File: src/ptar_pkg.sv
// ----------------------------------------------------------------------------
// ptar_pkg
// Shared types and constants of the page table address router: item payloads,
// function codes, page table entry layout and the memory command bundle.
// ----------------------------------------------------------------------------
package ptar_pkg;

	// Default table depth and fixed limits
	localparam int PAGE_COUNT_DEF = 256;
	localparam int HANDLER_SLOTS  = 32;
	localparam int PAGE_SHIFT     = 24;
	localparam int PAGE_IDX_W     = 8;

	// Function codes of an input item
	typedef enum logic [2:0] {
		FN_READ        = 3'd0,
		FN_WRITE       = 3'd1,
		FN_MAP_HANDLER = 3'd2,
		FN_MAP_BLOCK   = 3'd3,
		FN_MIRROR      = 3'd4
	} func_t;

	// Size codes
	localparam logic [1:0] SIZE_WORD  = 2'd2;
	localparam logic [1:0] SIZE_DWORD = 2'd3;

	// Input item
	typedef struct packed {
		logic [2:0]  func;
		logic [31:0] addr;
		logic [1:0]  size_code;
		logic [63:0] wdata;
		logic [4:0]  handler_sel;
		logic [2:0]  region_sel;
		logic [31:0] region_mask;
		logic [7:0]  first_page;
		logic [7:0]  last_page;
		logic [7:0]  dest_page;
		logic [8:0]  page_count;
	} req_t;

	// Result item
	typedef struct packed {
		logic        to_memory;
		logic [4:0]  target_id;
		logic [31:0] route_addr;
		logic        is_write;
		logic [1:0]  out_size;
		logic [63:0] out_data;
		logic        last;
	} rsp_t;

	// Page table entry: memory flag, handler or region id, offset shift 0..32
	typedef struct packed {
		logic       mem;
		logic [4:0] id;
		logic [5:0] shift;
	} page_entry_t;

	// Table access bundle, one write and one read port
	typedef struct packed {
		logic                  we;
		logic [PAGE_IDX_W-1:0] waddr;
		page_entry_t           wentry;
		logic                  re;
		logic [PAGE_IDX_W-1:0] raddr;
	} mem_cmd_t;

	// Leading zero counter result
	typedef struct packed {
		logic       done;
		logic [5:0] count;
	} lzc_res_t;

endpackage

File: src/ptar_lzc.sv
// ----------------------------------------------------------------------------
// ptar_lzc
// Iterative leading zero counter over a 32-bit mask, one byte per cycle.
// ----------------------------------------------------------------------------
module ptar_lzc import ptar_pkg::*; (
	input  logic        clk,
	input  logic        arst_n,
	input  logic        start,
	input  logic [31:0] mask,
	output lzc_res_t    res
);
	logic [31:0] word_q;
	logic [5:0]  cnt_q;
	logic        busy_q;
	logic [7:0]  top_byte;
	logic        hit;
	logic        last_byte;

	// Leading zeros of a nonzero byte
	function automatic logic [2:0] lz8(input logic [7:0] b);
		logic [2:0] n;
		logic       seen;
		n    = '0;
		seen = 1'b0;
		for (int i = 7; i >= 0; i--) begin
			if (!seen) begin
				if (b[i]) seen = 1'b1;
				else      n    = n + 3'd1;
			end
		end
		return n;
	endfunction

	assign top_byte  = word_q[31:24];
	assign hit       = (top_byte != 8'd0);
	assign last_byte = (cnt_q == 6'd24);

	assign res.done  = busy_q && (hit || last_byte);
	assign res.count = hit ? (cnt_q + 6'(lz8(top_byte))) : 6'd32;

	// Scan from the top byte down
	always_ff @(posedge clk or negedge arst_n) begin
		if (!arst_n) begin
			busy_q <= 1'b0;
			cnt_q  <= '0;
			word_q <= '0;
		end else if (start && !busy_q) begin
			busy_q <= 1'b1;
			cnt_q  <= '0;
			word_q <= mask;
		end else if (busy_q) begin
			if (hit || last_byte) begin
				busy_q <= 1'b0;
			end else begin
				cnt_q  <= cnt_q + 6'd8;
				word_q <= {word_q[23:0], 8'd0};
			end
		end
	end

	// Count never runs past the last byte
	a_cnt_bound: assert property (@(posedge clk) disable iff (!arst_n)
		busy_q |-> (cnt_q <= 6'd24))
		else $error("leading zero scan ran past last byte");

endmodule

File: config.mk
export PLATFORM = sky130hd
export DESIGN_NAME = ptar_lzc
export DESIGN_NICKNAME = d
export VERILOG_FILES = /design/src/ptar_pkg.sv /design/src/ptar_lzc.sv
export SDC_FILE = /design/constraint.sdc
export NUM_CORES = 1
export LEC_CHECK = 0
export ABC_AREA = 1
export ABC_CLOCK_PERIOD_IN_PS = 8000
export BUFFER_PORTS_ARGS = -buffer_cell sky130_fd_sc_hd__buf_4
export CAP_MARGIN = 20
export CORE_UTILIZATION = 40
export CTS_CLUSTER_SIZE = 20
export DETAILED_ROUTE_END_ITERATION = 10
export GPL_TIMING_DRIVEN = 0
export HOLD_SLACK_MARGIN = 0.12
export PLACE_DENSITY_LB_ADDON = 0.12
export SYNTH_ARGS = -nofsm -noshare
export SYNTH_HDL_FRONTEND = slang
export SYNTH_SLANG_ARGS = --single-unit
File: constraint.sdc
create_clock -name clk -period 8 [get_ports clk]
set_input_delay 0.8 -clock clk [delete_from_list [all_inputs] [get_ports clk]]
set_output_delay 0.8 -clock clk [all_outputs]
set_load 0.01 [all_outputs]
==> flow_summary.html, run 1 <==
<table>
<tr><th>Metric</th><th>Value</th></tr>
<tr><th colspan="2">Power</th></tr>
<tr><td>Power density relative to cell area</td><td>208 nW/um^2</td></tr>
<tr><td>Total net switching power</td><td>0.166 mW</td></tr>
<tr><td>Overall Power</td><td>0.519 mW</td></tr>
<tr><td>Total internal power</td><td>0.353 mW</td></tr>
<tr><td>Static Leak</td><td>1.28 nW</td></tr>
<tr><td>Switching share of power</td><td>31.9%</td></tr>
<tr><td>Worst-case vdd ir drop</td><td>0.0000988 V</td></tr>
<tr><td>Part of the power in registers</td><td>42.8%</td></tr>
<tr><td>Clock network power share</td><td>26.7%</td></tr>
<tr><td>Combinational cell fraction of total power</td><td>30.5%</td></tr>
<tr><th colspan="2">Logic synthesis</th></tr>
<tr><td>Post-synthesis cell type count</td><td>27</td></tr>
<tr><td>FFs w/ async S/R, synth</td><td>100%</td></tr>
<tr><td>Mean instance size in the synthesized netlist</td><td>8.26 sq um</td></tr>
<tr><td>Synthesized net count</td><td>284</td></tr>
<tr><td>Area of the mapped netlist</td><td>2010 sq um</td></tr>
<tr><td>Fraction of the mapped netlist area in compound gates</td><td>16.0%</td></tr>
<tr><td>Number of synthesis warnings</td><td>0</td></tr>
<tr><td>Synthesized instance count</td><td>243</td></tr>
<tr><td>Multiplexer area fraction after synthesis</td><td>0%</td></tr>
<tr><td>Share of synthesized area occupied by flip-flops and latches</td><td>44.9%</td></tr>
<tr><td>Xor/xnor share of the synthesized area</td><td>0.872%</td></tr>
<tr><td>Number of flops mapped to enable cells by yosys</td><td>0</td></tr>
<tr><td>Largest family of logic cells by synthesized area</td><td>simple AND/OR/NAND/NOR gates</td></tr>
<tr><td>Post-Synth Adder-Cell Area</td><td>3.74%</td></tr>
<tr><td>Most used flip-flop cell after synthesis</td><td>dfrtp_1</td></tr>
<tr><td>Total of flip-flops plus latches after synthesis</td><td>36</td></tr>
<tr><td>Basic-gate share of the synthesized area counting and, or, nand and nor cells</td><td>23.5%</td></tr>
<tr><th colspan="2">CTS</th></tr>
<tr><td>Count of H-tree levels built during CTS</td><td>2</td></tr>
<tr><td>Clock latency of the later-clocked register in the worst-skew pair</td><td>0.29 ns</td></tr>
<tr><td>Cts repair resizes</td><td>0</td></tr>
<tr><td>Cts bufs inserted</td><td>5</td></tr>
<tr><td>CTS sink cnt</td><td>36</td></tr>
<tr><td>Post-CTS Setup Repair Bufs</td><td>0</td></tr>
<tr><td>Buffer depth of the longest clock path</td><td>2</td></tr>
<tr><td># hold bufs at CTS</td><td>0</td></tr>
<tr><td>Root cell of the clock tree</td><td>clkbuf_8</td></tr>
<tr><td>Clk slew on worst S/H paths</td><td>0.07 ns</td></tr>
<tr><td>CTS tree</td><td>built</td></tr>
<tr><th colspan="2">Die</th></tr>
<tr><td>Core box area</td><td>4790 sq um</td></tr>
<tr><td>Initial standard-cell utilization of the core</td><td>42.0%</td></tr>
<tr><td>Die outline height</td><td>72.9 microns</td></tr>
<tr><td>Area of the die</td><td>5310 sq um</td></tr>
<tr><td>Standard-cell row count</td><td>25</td></tr>
<tr><td>Die width</td><td>72.9 microns</td></tr>
<tr><td>Number of top-level design ports</td><td>42</td></tr>
<tr><th colspan="2">Place</th></tr>
<tr><td>DP Cell Count</td><td>351</td></tr>
<tr><td>Port bufs</td><td>41</td></tr>
<tr><td>Post-DP HPWL</td><td>3310 microns</td></tr>
<tr><td>DP Area</td><td>2400 sq um</td></tr>
<tr><td>Global placement routability congestion</td><td>0.798</td></tr>
<tr><th colspan="2">Cells and area</th></tr>
<tr><td>Number of nets at the end of the flow</td><td>332</td></tr>
<tr><td>Number of diodes added for antenna fixing</td><td>0</td></tr>
<tr><td>Filler Cells Inserted</td><td>490</td></tr>
<tr><td>Finished layout cell area</td><td>2500 sq um</td></tr>
<tr><td>Most used cells in the layout excluding fill and tap cells</td><td>nand2_1 (60), inv_1 (46), buf_4 (43)</td></tr>
<tr><td>Core utilization of the finished layout</td><td>52.2%</td></tr>
<tr><td>Most frequent standard cell in the layout excluding fill and tap cells</td><td>nand2_1</td></tr>
<tr><td>Fraction of final layout cells with drive strength greater than 1</td><td>22.7%</td></tr>
<tr><td>Layout overhead on the synthesized area</td><td>24.3%</td></tr>
<tr><td>Final std cells w/o fill</td><td>358</td></tr>
<tr><th colspan="2">STA</th></tr>
<tr><td>FMAX</td><td>0.215 GHz</td></tr>
<tr><td>Period utilization</td><td>58.1%</td></tr>
<tr><td>Worst-Margin Slew</td><td>0.561 ns</td></tr>
<tr><td>Normalized max-slew margin</td><td>62.6%</td></tr>
<tr><td>Fin crit period</td><td>4.65 ns</td></tr>
<tr><td>Clock Skew</td><td>0.00498 ns</td></tr>
<tr><td>Setup Viol. Count Final</td><td>0</td></tr>
<tr><td>RSZ-0062 raised after global routing</td><td>no</td></tr>
<tr><td>Final number of max-transition violations</td><td>0</td></tr>
<tr><td>Final Hold Violating Endpoints</td><td>0</td></tr>
<tr><td>Setup_tns</td><td>0 ns</td></tr>
<tr><th colspan="2">Setup path</th></tr>
<tr><td>Worst-path cell with the longest stage delay</td><td>dfrtp_1</td></tr>
<tr><td>Req. time, crit path</td><td>7.20 ns</td></tr>
<tr><td>Worst setup path category</td><td>reg2out</td></tr>
<tr><td>R2R depth</td><td>7</td></tr>
<tr><td>Cell breakdown of the critical path</td><td>a21oi_1 -&gt; ha_1 -&gt; inv_1 -&gt; a21boi_0 -&gt; ha_1 -&gt; nand2_1 -&gt; o211ai_1 -&gt; nand2_1 -&gt; nor2_1 -&gt; o21ai_0 -&gt; ha_1 -&gt; nor2_1 -&gt; nand2_1 -&gt; o21a_1 -&gt; ha_1 -&gt; nand2_1 -&gt; nand2_1 -&gt; ha_1 -&gt; inv_1 -&gt; nor2_1 -&gt; buf_4</td></tr>
<tr><td>Crit. Startpoint</td><td>word_q[29]</td></tr>
<tr><td>Capture point of the worst reg-to-reg path</td><td>word_q[8]</td></tr>
<tr><td>Critical path buffer and inverter count</td><td>3</td></tr>
<tr><td>Setup slack of the most critical reg-to-reg path</td><td>6.34 ns</td></tr>
<tr><td>Cell depth of the worst setup path</td><td>21</td></tr>
<tr><td>Arrival time at the worst endpoint</td><td>3.85 ns</td></tr>
<tr><td>Critical-path maximum fanout</td><td>3</td></tr>
<tr><td>Slowest cell delay on critical path</td><td>0.43 ns</td></tr>
<tr><td>Largest delay share family, worst path</td><td>adder cells</td></tr>
<tr><td>Element type at the critical path end</td><td>output port</td></tr>
<tr><td>Worst setup endpoint</td><td>res[1]</td></tr>
<tr><td>Critical path launch point type</td><td>flip-flop</td></tr>
<tr><td>R2R Path Start</td><td>word_q[29]</td></tr>
<tr><th colspan="2">Global routing</th></tr>
<tr><td>First-pass GRT wire length</td><td>7510 microns</td></tr>
<tr><td>Aggregate global routing overflow</td><td>0</td></tr>
<tr><td>GRT Total Usage</td><td>19.0%</td></tr>
<tr><td>Via count of the first global-routing pass</td><td>1623</td></tr>
<tr><td>Pin count of the biggest net entering global routing</td><td>37</td></tr>
<tr><td>Antenna violations before repair</td><td>0</td></tr>
<tr><th colspan="2">Drt</th></tr>
<tr><td>Initial DRC Count</td><td>59</td></tr>
<tr><td>Final routed wirelength across all metal layers</td><td>4360 microns</td></tr>
<tr><td>DR DRC count</td><td>0</td></tr>
<tr><td>Via-to-Cell Ratio</td><td>4.83</td></tr>
<tr><td>Via count</td><td>1729</td></tr>
<tr><td>Wire per inst</td><td>12.2 microns</td></tr>
<tr><td>Number of detailed-routing iterations run before antenna repair</td><td>4</td></tr>
<tr><td>Antenna viol nets, final</td><td>0</td></tr>
<tr><th colspan="2">Hold path</th></tr>
<tr><td>Type of the tightest min-delay check</td><td>in2async</td></tr>
<tr><th colspan="2">Job</th></tr>
<tr><td>Reported max-cap violation count</td><td>0</td></tr>
<tr><th colspan="2">Outcome</th></tr>
<tr><td>Outcome</td><td>completed</td></tr>
</table>
## worst reg2reg max path, cell delays in order, from the launching register on
cell,delay [ns]
dfrtp_1,0.43
nor2_4,0.21
nand2_4,0.12
nor2_8,0.19
nand3_2,0.13
nand2_2,0.12
buf_4,0.20
o221ai_1,0.13
## power by group through the flow
stage          clock (mW)  combinational (mW)  sequential [mW]
3_5_place_dp            0               0.161            0.226
2_1_floorplan           0               0.108            0.223
6_report            0.139               0.158            0.222
4_1_cts             0.140               0.161            0.222
3_3_place_gp            0               0.158            0.225
5_1_grt             0.148               0.181            0.225
## kinds of logic (layout without fill, tap and decap cells)
kind of cell    Yosys count  count (layout)
buf+inv                  55             103
simple gates             99              99
compound gates           44              44
other cells               1               1
fa+ha+maj                 6               6
flops                    36              36
xor+xnor                  2               2
## per-stage QoR
stage          hold slack (ns)  worst slack, ns
4_1_cts                  0.472             3.31
5_1_grt                  0.493             3.02
6_report                 0.463             3.35
3_5_place_dp             0.527             3.64
2_1_floorplan            0.504             4.08
3_3_place_gp             0.520             3.70
## how the worst min path moves through the flow
stage,start,slack (ns),endpoint,depth (start not counted)
finish,arst_n,0.46,word_q[11],1
global placement,word_q[3],0.52,word_q[3],2
global route,arst_n,0.49,word_q[2],1
floorplan,arst_n,0.50,busy_q,0
CTS,arst_n,0.47,word_q[11],1
detailed placement,word_q[1],0.53,word_q[1],2
## layout make-up
class / instances / area (sq um) / share of cell area, %
Tap cell: 67 / 83.8 / 3.36
Buffer: 9 / 46.3 / 1.85
Inverter: 46 / 173 / 6.92
Timing Repair Buffer: 41 / 308 / 12.3
Multi-Input combinational cell: 152 / 888 / 35.6
Sequential cell: 36 / 901 / 36.1
Clock buffer: 7 / 96.3 / 3.86
## layer usage
| metal | global-route usage (%) | up-vias | wire length [microns] |
|---|---|---|---|
| met5 | 0 | - | 0 |
| met4 | 7.19 | 0 | 70 |
| met3 | 4.01 | 7 | 152 |
| met2 | 32.2 | 27 | 2110 |
| met1 | 24.0 | 805 | 2020 |
| li1 | - | 890 | - |
## synthesized netlist by cell type, types with 2 or more instances
master | instances | area share, %
nand2_1 | 60 | 11
nand3_1 | 12 | 3.0
nand2_2 | 3 | 0.93
ha_1 | 6 | 3.7
buf_2 | 4 | 1.0
nand4_1 | 2 | 0.62
xnor2_1 | 2 | 0.87
o211ai_1 | 6 | 2.2
buf_4 | 2 | 0.75
nor2_1 | 12 | 2.2
nand3b_1 | 2 | 0.75
nor2_4 | 3 | 1.7
nand3_2 | 2 | 1.0
inv_1 | 46 | 8.6
o21ai_0 | 12 | 3.0
dfrtp_1 | 36 | 45
o221ai_1 | 20 | 8.7
a21oi_1 | 2 | 0.50
clkbuf_1 | 3 | 0.56
## registers in the layout, summed over array words and instances (netlist names)
register and flops:
busy_q 1, cnt_q 3, word_q 32
No activity file was read; power rests on OpenSTA's default activity.
==> run 2, diff against run 1 <==
--- a/config.mk
+++ b/config.mk
@@ -5,8 +5,8 @@
 export SDC_FILE = /design/constraint.sdc
 export NUM_CORES = 1
 export LEC_CHECK = 0
-export ABC_AREA = 1
-export ABC_CLOCK_PERIOD_IN_PS = 8000
+export ABC_AREA = 0
+export ABC_CLOCK_PERIOD_IN_PS = 4000
 export BUFFER_PORTS_ARGS = -buffer_cell sky130_fd_sc_hd__buf_4
 export CAP_MARGIN = 20
 export CORE_UTILIZATION = 40
==> constraint.sdc (replaced) <==
create_clock -name clk -period 4 [get_ports clk]
set_input_delay 0.4 -clock clk [delete_from_list [all_inputs] [get_ports clk]]
set_output_delay 0.4 -clock clk [all_outputs]
set_load 0.01 [all_outputs]
==> run 2 against run 1 <==
Via count decreased by 2.6%. The flow now finishes with violations (setup timing). First-iteration DRC count increased by 44%. Flip-flop and latch count unchanged. Count of clock-buffer cells in the layout decreased by 1. Highest routed layer unchanged. Utilization increased by 2.1 points.
==> flow_summary.html, run 2 <==
<table>
<tr><th>Metric</th><th>Value</th></tr>
<tr><th colspan="2">Logic synthesis</th></tr>
<tr><td>Synthesized net count</td><td>259 (-8.8%)</td></tr>
<tr><td>Largest family of logic cells by synthesized area</td><td>simple AND/OR/NAND/NOR gates</td></tr>
<tr><td>Post-synth top area share</td><td>45.8% (+0.91 points)</td></tr>
<tr><td>Share of synthesized area occupied by flip-flops and latches</td><td>45.8% (+0.91 points)</td></tr>
<tr><td>Number of synthesis warnings</td><td>0 (unchanged)</td></tr>
<tr><td>Number of flops mapped to enable cells by yosys</td><td>0 (unchanged)</td></tr>
<tr><td>Basic-gate share of the synthesized area counting and, or, nand and nor cells</td><td>23.8% (+0.35 points)</td></tr>
<tr><td>Xor/xnor share of the synthesized area</td><td>0% (-0.87 points)</td></tr>
<tr><td>List of most frequent post-synthesis cells</td><td>nand2_1 (67), dfrtp_1 (36), o21ai_0 (14)</td></tr>
<tr><td>Multiplexer area fraction after synthesis</td><td>4.20% (+4.2 points)</td></tr>
<tr><td>Library cell with the largest summed area after synthesis</td><td>dfrtp_1</td></tr>
<tr><td>Fraction of the mapped netlist area in compound gates</td><td>17.0% (+1.1 points)</td></tr>
<tr><td>Synthesized instance count</td><td>218 (-10%)</td></tr>
<tr><td>Total of flip-flops plus latches after synthesis</td><td>36 (unchanged)</td></tr>
<tr><td>Post-synthesis cell type count</td><td>39 (+44%)</td></tr>
<tr><td>FFs w/ async S/R, synth</td><td>100% (unchanged)</td></tr>
<tr><td>Area of the mapped netlist</td><td>1970 sq um (-2.0%)</td></tr>
<tr><td>Post-Synth Adder-Cell Area</td><td>3.81% (+0.076 points)</td></tr>
<tr><td>Leading post-synthesis cells by cell area</td><td>dfrtp_1 (46%), nand2_1 (13%), a22oi_1 (5.0%)</td></tr>
<tr><td>Most numerous cell in the Yosys netlist</td><td>nand2_1</td></tr>
<tr><td>Mean instance size in the synthesized netlist</td><td>9.03 sq um (+9.2%)</td></tr>
<tr><td>Most used flip-flop cell after synthesis</td><td>dfrtp_1</td></tr>
<tr><th colspan="2">Cells and area</th></tr>
<tr><td>Core utilization of the finished layout</td><td>54.3% (+2.1 points)</td></tr>
<tr><td>Registers with the most flip-flops</td><td>word_q x32, cnt_q x3, busy_q x1</td></tr>
<tr><td>Layout overhead on the synthesized area</td><td>30.3%</td></tr>
<tr><td>Number of flip-flops in the largest register</td><td>32 (unchanged)</td></tr>
<tr><td>Final std cells w/o fill</td><td>341 (-4.7%)</td></tr>
<tr><td>Most used cells in the layout excluding fill and tap cells</td><td>nand2_1 (65), buf_4 (47), dfrtp_1 (33)</td></tr>
<tr><td>Number of diodes added for antenna fixing</td><td>0 (unchanged)</td></tr>
<tr><td>Fraction of final layout cells with drive strength greater than 1</td><td>30.3% (+7.6 points)</td></tr>
<tr><td>Number of nets at the end of the flow</td><td>315 (-5.1%)</td></tr>
<tr><td>Register with the most flip-flops</td><td>word_q</td></tr>
<tr><td>Most frequent standard cell in the layout excluding fill and tap cells</td><td>nand2_1</td></tr>
<tr><th colspan="2">CTS</th></tr>
<tr><td>Clk slew on worst S/H paths</td><td>0.07 ns (about the same)</td></tr>
<tr><td>Count of H-tree levels built during CTS</td><td>2 (unchanged)</td></tr>
<tr><td>Buffer depth of the longest clock path</td><td>2 (unchanged)</td></tr>
<tr><td>Root cell of the clock tree</td><td>clkbuf_8</td></tr>
<tr><td>Clock latency of the later-clocked register in the worst-skew pair</td><td>0.29 ns (about the same)</td></tr>
<tr><td>CTS sink cnt</td><td>36 (unchanged)</td></tr>
<tr><td>Cts bufs inserted</td><td>5 (unchanged)</td></tr>
<tr><td>CTS tree</td><td>built</td></tr>
<tr><th colspan="2">Global routing</th></tr>
<tr><td>GRT Total Usage</td><td>18.8% (-0.26 points)</td></tr>
<tr><td>First-pass GRT wire length</td><td>7430 microns (-1.1%)</td></tr>
<tr><td>Antenna violations before repair</td><td>0 (unchanged)</td></tr>
<tr><td>Aggregate global routing overflow</td><td>0 (unchanged)</td></tr>
<tr><td>Via count of the first global-routing pass</td><td>1576 (-2.9%)</td></tr>
<tr><td>Pin count of the biggest net entering global routing</td><td>37 (unchanged)</td></tr>
<tr><th colspan="2">Die</th></tr>
<tr><td>Area of the die</td><td>5200 sq um (-1.9%)</td></tr>
<tr><td>Standard-cell row count</td><td>25 (unchanged)</td></tr>
<tr><td>Number of top-level design ports</td><td>42 (unchanged)</td></tr>
<tr><td>Die outline height</td><td>72.1 microns (-0.97%)</td></tr>
<tr><td>Core box area</td><td>4720 sq um (-1.3%)</td></tr>
<tr><td>Die width</td><td>72.1 microns (-0.97%)</td></tr>
<tr><td>Initial standard-cell utilization of the core</td><td>41.7% (-0.29 points)</td></tr>
<tr><th colspan="2">Place</th></tr>
<tr><td>DP Cell Count</td><td>326 (-7.1%)</td></tr>
<tr><td>Post-DP HPWL</td><td>3090 microns (-6.5%)</td></tr>
<tr><td>Post-placement worst setup slack</td><td>0.297 ns (-3.34 ns)</td></tr>
<tr><td>Global placement routability congestion</td><td>0.741 (-7.1%)</td></tr>
<tr><td>Port bufs</td><td>41 (unchanged)</td></tr>
<tr><th colspan="2">Drt</th></tr>
<tr><td>Final routed wirelength across all metal layers</td><td>4500 microns (+3.3%)</td></tr>
<tr><td>Via-to-Cell Ratio</td><td>4.94 (+2.3%)</td></tr>
<tr><td>Number of detailed-routing iterations run before antenna repair</td><td>4 (unchanged)</td></tr>
<tr><td>Initial DRC Count</td><td>85 (+44%)</td></tr>
<tr><td>Via count</td><td>1684 (-2.6%)</td></tr>
<tr><td>Wire per inst</td><td>13.2 microns (+8.5%)</td></tr>
<tr><td>Antenna viol nets, final</td><td>0 (unchanged)</td></tr>
<tr><td>DR DRC count</td><td>0 (unchanged)</td></tr>
<tr><th colspan="2">Setup path</th></tr>
<tr><td>R2R depth</td><td>8 (+1)</td></tr>
<tr><td>Capture point of the worst reg-to-reg path</td><td>word_q[7]</td></tr>
<tr><td>Arrival time at the worst endpoint</td><td>3.64 ns (-0.21 ns)</td></tr>
<tr><td>Critical-path maximum fanout</td><td>4 (+1)</td></tr>
<tr><td>Worst setup path category</td><td>reg2out</td></tr>
<tr><td>Setup slack of the most critical reg-to-reg path</td><td>1.56 ns (-4.78 ns)</td></tr>
<tr><td>Req. time, crit path</td><td>3.60 ns (-3.60 ns)</td></tr>
<tr><td>Element type at the critical path end</td><td>output port</td></tr>
<tr><td>Critical path launch point type</td><td>flip-flop</td></tr>
<tr><td>R2R Path Start</td><td>word_q[30]</td></tr>
<tr><th colspan="2">Power</th></tr>
<tr><td>Worst-case vdd ir drop</td><td>0.000221 V (+120%)</td></tr>
<tr><td>Clock network power share</td><td>23.7% (-3.0 points)</td></tr>
<tr><td>Static Leak</td><td>1.22 nW (-4.7%)</td></tr>
<tr><td>Part of the power in registers</td><td>45.4% (+2.6 points)</td></tr>
<tr><td>Switching share of power</td><td>31.1% (-0.87 points)</td></tr>
<tr><td>Power density relative to cell area</td><td>395 nW/um^2 (+90%)</td></tr>
<tr><td>Total net switching power</td><td>0.315 mW (+90%)</td></tr>
<tr><td>Combinational cell fraction of total power</td><td>30.9% (+0.4 points)</td></tr>
<tr><td>Total internal power</td><td>0.698 mW (+98%)</td></tr>
<tr><th colspan="2">Hold path</th></tr>
<tr><td>Type of the tightest min-delay check</td><td>in2reg</td></tr>
<tr><td>Worst hold stages</td><td>3</td></tr>
<tr><td>Launch instance of the worst min-delay path</td><td>mask[2]</td></tr>
<tr><td>Sink of the worst hold path</td><td>word_q[2]</td></tr>
<tr><th colspan="2">STA</th></tr>
<tr><td>Final WS setup</td><td>-0.0368 ns (-3.39 ns)</td></tr>
<tr><td>Setup Viol. Count Final</td><td>1 (+1)</td></tr>
<tr><td>RSZ-0062 raised after global routing</td><td>yes</td></tr>
<tr><td>Normalized max-slew margin</td><td>57.3% (-5.3 points)</td></tr>
<tr><td>Final number of max-transition violations</td><td>0 (unchanged)</td></tr>
<tr><td>Worst Hold Slack</td><td>0.313 ns (-0.150 ns)</td></tr>
<tr><td>Period utilization</td><td>101%</td></tr>
<tr><td>FMAX</td><td>0.248 GHz</td></tr>
<tr><td>Worst-Margin Slew</td><td>0.635 ns (+0.0738 ns)</td></tr>
<tr><td>Final Hold Violating Endpoints</td><td>0 (unchanged)</td></tr>
<tr><td>Fin crit period</td><td>4.04 ns</td></tr>
<tr><td>Clock Skew</td><td>0.00571 ns (+0.000737 ns)</td></tr>
<tr><th colspan="2">Job</th></tr>
<tr><td>Reported max-cap violation count</td><td>0 (unchanged)</td></tr>
<tr><th colspan="2">Outcome</th></tr>
<tr><td>Violated checks</td><td>setup timing</td></tr>
<tr><td>Outcome</td><td>complete, but fails checks</td></tr>
</table>
[run 2: changes by cell type after synthesis, moves of 4 or more]
cell,change
o221ai_1,-20
nor2b_1,+4
inv_1,-41
mux2i_1,+6
o211ai_1,-6
a22oi_1,+13
nand2_1,+7
nand3_1,-7
[run 2: repair_timing]
item / CTS / global route
hold buffers: 1 / 0
gates resized for setup: 1 / 16
hold endpoints to repair: 36 / 0
endpoints found under the setup margin: 2 / 2
pin swaps: 0 / 10
cloned: 0 / 0
setup buffers: 1 / 6
[run 2: worst max path at each step]
stage               start     end  slack [ns]  cells past startpoint
6_report       word_q[30]  res[2]       -0.04                     14
3_5_place_dp   word_q[31]  res[1]        0.30                     15
3_3_place_gp   word_q[31]  res[2]        0.31                     13
4_1_cts        word_q[29]  res[1]       0.006                     15
5_1_grt        word_q[30]  res[2]       -0.21                     14
2_1_floorplan  word_q[30]  res[2]        0.57                     12
[run 2: power by group through the flow]
stage               registers (mW)  clock network [mW]  logic, mW
global route                 0.468               0.261      0.353
floorplan                    0.453                   0      0.173
global placement             0.461                   0      0.252
detailed placement           0.463                   0      0.256
finish                       0.460               0.240      0.313
CTS                          0.455               0.246      0.262
[run 2: logic make-up (layout without fill, tap and decap cells)]
logic type | count (synthesis) | count (layout)
adders and majority gates | 6 | 6
AOI/OAI and AO/OA | 48 | 48
and+or+nand+nor | 102 | 102
muxes | 8 | 8
DFF | 36 | 36
buffers and inverters | 17 | 73
other | 1 | 1
[run 2: through the flow]
stage | setup TNS (ns) | area, sq um | total power [mW]
after global routing | -0.383 | 2560 | 1.08
after detailed placement | 0 | 2360 | 0.719
after CTS | 0 | 2460 | 0.963
after floorplan | 0 | 1970 | 0.626
after global placement | 0 | 2360 | 0.713
final | -0.0368 | 2560 | 1.01
[run 2: metal layers]
metal  wire, microns  vias up  global-route usage (%)
li1                -      858                       -
met1            2070      787                    25.4
met2            2180       32                    29.5
met3             150        7                    4.17
met4              98        0                    7.19
met5               0        -                       0
[run 2: critical path: stages, from the launching register on]
cell and delay, ns:
dfrtp_2 0.45, inv_2 0.08, a21oi_2 0.05, ha_1 0.34
o31a_1 0.31, ha_1 0.29, o31ai_2 0.24, o31a_1 0.23
ha_4 0.14, nor2b_4 0.13, mux2i_1 0.23, mux2_4 0.34
mux2i_1 0.19, mux2i_1 0.20, buf_4 0.14
[run 2: area by class of cell]
type / count / area [sq um]
sequential: 36 / 905
tap: 67 / 83.8
multi-input combinational: 165 / 1020
clock inverter: 1 / 5.00
timing repair buffer: 49 / 374
clock buffer: 6 / 72.6
buffer: 12 / 82.6
fill: 454 / 2160
inverter: 5 / 18.8
==> run 3, diff against run 2 <==
--- a/config.mk
+++ b/config.mk
@@ -9,7 +9,10 @@
 export ABC_CLOCK_PERIOD_IN_PS = 4000
 export BUFFER_PORTS_ARGS = -buffer_cell sky130_fd_sc_hd__buf_4
 export CAP_MARGIN = 20
-export CORE_UTILIZATION = 40
+export CELL_PAD_IN_SITES_DETAIL_PLACEMENT = 1
+export CELL_PAD_IN_SITES_GLOBAL_PLACEMENT = 1
+export CORE_MARGIN = 1
+export CORE_UTILIZATION = 36
 export CTS_CLUSTER_SIZE = 20
 export DETAILED_ROUTE_END_ITERATION = 10
 export GPL_TIMING_DRIVEN = 0
==> run 3 against run 2 <==
The flow now finishes without violations. Register-to-register slack about the same. Die area up 11%. Power up 2.1%. Count of clock-buffer cells in the layout up 1. Combinational power down 3%. Critical path depth up 2. Non-clock buffer count down 1. Clock power up 14%.
==> flow_summary.html, run 3 (synthesized netlist as in run 2, its figures left out) <==
<table>
<tr><th>Metric</th><th>Value</th></tr>
<tr><th colspan="2">Job</th></tr>
<tr><td>Reported max-cap violation count</td><td>0 (unchanged)</td></tr>
<tr><th colspan="2">Cells and area</th></tr>
<tr><td>Register with the most flip-flops</td><td>word_q</td></tr>
<tr><td>Final std cells w/o fill</td><td>344 (+0.88%)</td></tr>
<tr><td>Filler Cells Inserted</td><td>603 (+33%)</td></tr>
<tr><td>Number of flip-flops in the largest register</td><td>32 (unchanged)</td></tr>
<tr><td>Number of nets at the end of the flow</td><td>314 (-0.32%)</td></tr>
<tr><td>Core utilization of the finished layout</td><td>49.3% (-5.0 points)</td></tr>
<tr><td>Finished layout cell area</td><td>2550 sq um (-0.59%)</td></tr>
<tr><td>Most frequent standard cell in the layout excluding fill and tap cells</td><td>nand2_1</td></tr>
<tr><td>Layout overhead on the synthesized area</td><td>29.6%</td></tr>
<tr><td>Most used cells in the layout excluding fill and tap cells</td><td>nand2_1 (67), buf_4 (46), dfrtp_1 (34)</td></tr>
<tr><td>Fraction of final layout cells with drive strength greater than 1</td><td>28.8% (-1.5 points)</td></tr>
<tr><td>Number of diodes added for antenna fixing</td><td>0 (unchanged)</td></tr>
<tr><td>Registers with the most flip-flops</td><td>word_q x32, cnt_q x3, busy_q x1</td></tr>
<tr><th colspan="2">Setup path</th></tr>
<tr><td>Worst-path cell with the longest stage delay</td><td>dfrtp_1</td></tr>
<tr><td>Cell breakdown of the critical path</td><td>inv_2 -&gt; a21oi_2 -&gt; ha_1 -&gt; o31a_1 -&gt; ha_1 -&gt; o31ai_2 -&gt; o31a_1 -&gt; ha_1 -&gt; nand2_1 -&gt; nand2_1 -&gt; ha_1 -&gt; mux2i_1 -&gt; o21ai_1 -&gt; ha_1 -&gt; and2b_1 -&gt; buf_6</td></tr>
<tr><td>Element type at the critical path end</td><td>output port</td></tr>
<tr><td>Critical-path maximum fanout</td><td>3 (-1)</td></tr>
<tr><td>Setup slack of the most critical reg-to-reg path</td><td>1.57 ns (about the same)</td></tr>
<tr><td>R2R depth</td><td>8 (unchanged)</td></tr>
<tr><td>Critical path launch point type</td><td>flip-flop</td></tr>
<tr><td>Worst setup path category</td><td>reg2out</td></tr>
<tr><td>Req. time, crit path</td><td>3.60 ns (about the same)</td></tr>
<tr><td>Arrival time at the worst endpoint</td><td>3.56 ns (-0.08 ns)</td></tr>
<tr><td>Capture point of the worst reg-to-reg path</td><td>word_q[7]</td></tr>
<tr><td>Most used cell along the critical path</td><td>ha_1</td></tr>
<tr><td>Slowest cell delay on critical path</td><td>0.44 ns (about the same)</td></tr>
<tr><td>R2R Path Start</td><td>word_q[30]</td></tr>
<tr><th colspan="2">Die</th></tr>
<tr><td>Core box area</td><td>5170 sq um (+9.5%)</td></tr>
<tr><td>Number of top-level design ports</td><td>42 (unchanged)</td></tr>
<tr><td>Die outline height</td><td>75.9 microns (+5.3%)</td></tr>
<tr><td>Die width</td><td>75.9 microns (+5.3%)</td></tr>
<tr><td>Initial standard-cell utilization of the core</td><td>38.1% (-3.6 points)</td></tr>
<tr><td>Standard-cell row count</td><td>26 (+4.0%)</td></tr>
<tr><td>Area of the die</td><td>5770 sq um (+11%)</td></tr>
<tr><th colspan="2">STA</th></tr>
<tr><td>Fin crit period</td><td>3.96 ns (-0.0807 ns)</td></tr>
<tr><td>Clock Skew</td><td>0.00588 ns (+0.000172 ns)</td></tr>
<tr><td>Setup Viol. Count Final</td><td>0 (-1)</td></tr>
<tr><td>Final Hold Violating Endpoints</td><td>0 (unchanged)</td></tr>
<tr><td>Worst Hold Slack</td><td>0.304 ns (-0.00842 ns)</td></tr>
<tr><td>Worst-Margin Slew</td><td>0.690 ns (+0.0553 ns)</td></tr>
<tr><td>FMAX</td><td>0.253 GHz (+2.0%)</td></tr>
<tr><td>Final number of max-transition violations</td><td>0 (unchanged)</td></tr>
<tr><td>Period utilization</td><td>98.9% (-2.0 points)</td></tr>
<tr><td>RSZ-0062 raised after global routing</td><td>yes</td></tr>
<tr><td>Normalized max-slew margin</td><td>53.5% (-3.7 points)</td></tr>
<tr><th colspan="2">Power</th></tr>
<tr><td>Overall Power</td><td>1.03 mW (+2.1%)</td></tr>
<tr><td>Static Leak</td><td>1.22 nW (about the same)</td></tr>
<tr><td>Power density relative to cell area</td><td>406 nW/um^2 (+2.7%)</td></tr>
<tr><td>Worst-case vdd ir drop</td><td>0.000261 V (+18%)</td></tr>
<tr><th colspan="2">Drt</th></tr>
<tr><td>Antenna viol nets, final</td><td>0 (unchanged)</td></tr>
<tr><td>Initial DRC Count</td><td>53 (-38%)</td></tr>
<tr><td>DR DRC count</td><td>0 (unchanged)</td></tr>
<tr><td>Via count</td><td>1751 (+4.0%)</td></tr>
<tr><td>Final routed wirelength across all metal layers</td><td>5100 microns (+13%)</td></tr>
<tr><td>Number of detailed-routing iterations run before antenna repair</td><td>5 (+1)</td></tr>
<tr><td>Wire per inst</td><td>14.8 microns (+12%)</td></tr>
<tr><td>Via-to-Cell Ratio</td><td>5.09 (+3.1%)</td></tr>
<tr><th colspan="2">Global routing</th></tr>
<tr><td>Antenna violations before repair</td><td>0 (unchanged)</td></tr>
<tr><td>Pin count of the biggest net entering global routing</td><td>37 (unchanged)</td></tr>
<tr><td>Aggregate global routing overflow</td><td>0 (unchanged)</td></tr>
<tr><td>Via count of the first global-routing pass</td><td>1765 (+12%)</td></tr>
<tr><td>First-pass GRT wire length</td><td>8560 microns (+15%)</td></tr>
<tr><td>GRT Total Usage</td><td>18.9% (+0.098 points)</td></tr>
<tr><th colspan="2">Place</th></tr>
<tr><td>DP Area</td><td>2360 sq um (+0.16%)</td></tr>
<tr><td>Post-DP HPWL</td><td>3570 microns (+16%)</td></tr>
<tr><td>Global placement routability congestion</td><td>0.706 (-4.7%)</td></tr>
<tr><td>DP Cell Count</td><td>329 (+0.92%)</td></tr>
<tr><td>Port bufs</td><td>41 (unchanged)</td></tr>
<tr><th colspan="2">CTS</th></tr>
<tr><td>Root cell of the clock tree</td><td>clkbuf_8</td></tr>
<tr><td>CTS tree</td><td>built</td></tr>
<tr><td>CTS sink cnt</td><td>36 (unchanged)</td></tr>
<tr><td>Count of H-tree levels built during CTS</td><td>2 (unchanged)</td></tr>
<tr><td>Clk slew on worst S/H paths</td><td>0.08 ns (about the same)</td></tr>
<tr><td>Cts bufs inserted</td><td>5 (unchanged)</td></tr>
<tr><td>Buffer depth of the longest clock path</td><td>2 (unchanged)</td></tr>
<tr><td>Clock latency of the later-clocked register in the worst-skew pair</td><td>0.29 ns (about the same)</td></tr>
<tr><th colspan="2">Outcome</th></tr>
<tr><td>Outcome</td><td>completed</td></tr>
<tr><th colspan="2">Hold path</th></tr>
<tr><td>Type of the tightest min-delay check</td><td>in2reg</td></tr>
<tr><td>Worst hold stages</td><td>3 (unchanged)</td></tr>
<tr><td>Launch instance of the worst min-delay path</td><td>mask[0]</td></tr>
<tr><td>Sink of the worst hold path</td><td>word_q[0]</td></tr>
</table>
-- run 3: changes by cell type in the layout (fill, tap and decap cells not counted), moves of 2 or more --
cell	previous run	this run
nand2_1	65	67
ha_1	4	6
ha_4	2	0
nand2_2	2	0
-- run 3: per-stage QoR --
stage	setup TNS, ns	worst slack (ns)
final	0	0.0439
after global routing	-0.353	-0.185
after CTS	0	0.00381
after detailed placement	0	0.277
after global placement	0	0.270
after floorplan	0	0.574
-- run 3: worst max-delay path, delay by kind of cell (launching register included) --
kind	cells	cell delay [ns]
fa+ha+maj	5	1.38
flops	1	0.44
mux	1	0.12
simple gates	3	0.28
buf+inv	2	0.19
compound gates	5	0.85
-- run 3: layout make-up --
| cell class | instances | area [sq um] | share of cell area, % |
|---|---|---|---|
| flip-flops and latches | 36 | 903 | 35.4 |
| well taps | 70 | 87.6 | 3.43 |
| inverters | 5 | 18.8 | 0.736 |
| multi-input cells | 165 | 997 | 39.1 |
| clock inverters | 1 | 7.51 | 0.294 |
| repair buffers | 48 | 367 | 14.4 |
| plain buffers | 12 | 82.6 | 3.24 |
| clock buffers | 7 | 86.3 | 3.39 |
-- run 3: worst max-delay path by stage --
stage / startpoint / endpoint / slack [ns] / cells past startpoint
after global routing: word_q[30] / res[1] / -0.18 / 16
after floorplan: word_q[30] / res[2] / 0.57 / 12
after global placement: word_q[31] / res[2] / 0.27 / 13
after CTS: word_q[30] / res[2] / 0.004 / 14
after detailed placement: word_q[30] / res[2] / 0.28 / 14
final: word_q[30] / res[1] / 0.04 / 16
-- run 3: what timing repair did --
action / CTS / global route
setup endpoints to repair: 2 / 2
hold buffers: 1 / 0
endpoints found under the hold margin: 36 / 0
pin swaps: 3 / 2
buffers inserted: 3 / 3
gates resized for setup: 5 / 8
-- run 3: per-layer routing --
layer	vias up	GRT usage, %	share of wire, %
met4	0	5.77	1.1
met3	5	4.10	2.7
li1	859	-	-
met2	36	31.1	50
met5	-	0	0
met1	851	24.8	46
-- run 3: where the power goes --
group	total, mW	internal [mW]	leakage (nW)	switching [mW]
Combinational	0.303	0.153	0.731	0.149
Sequential	0.458	0.416	0.445	0.0417
Clock	0.274	0.140	0.0445	0.134
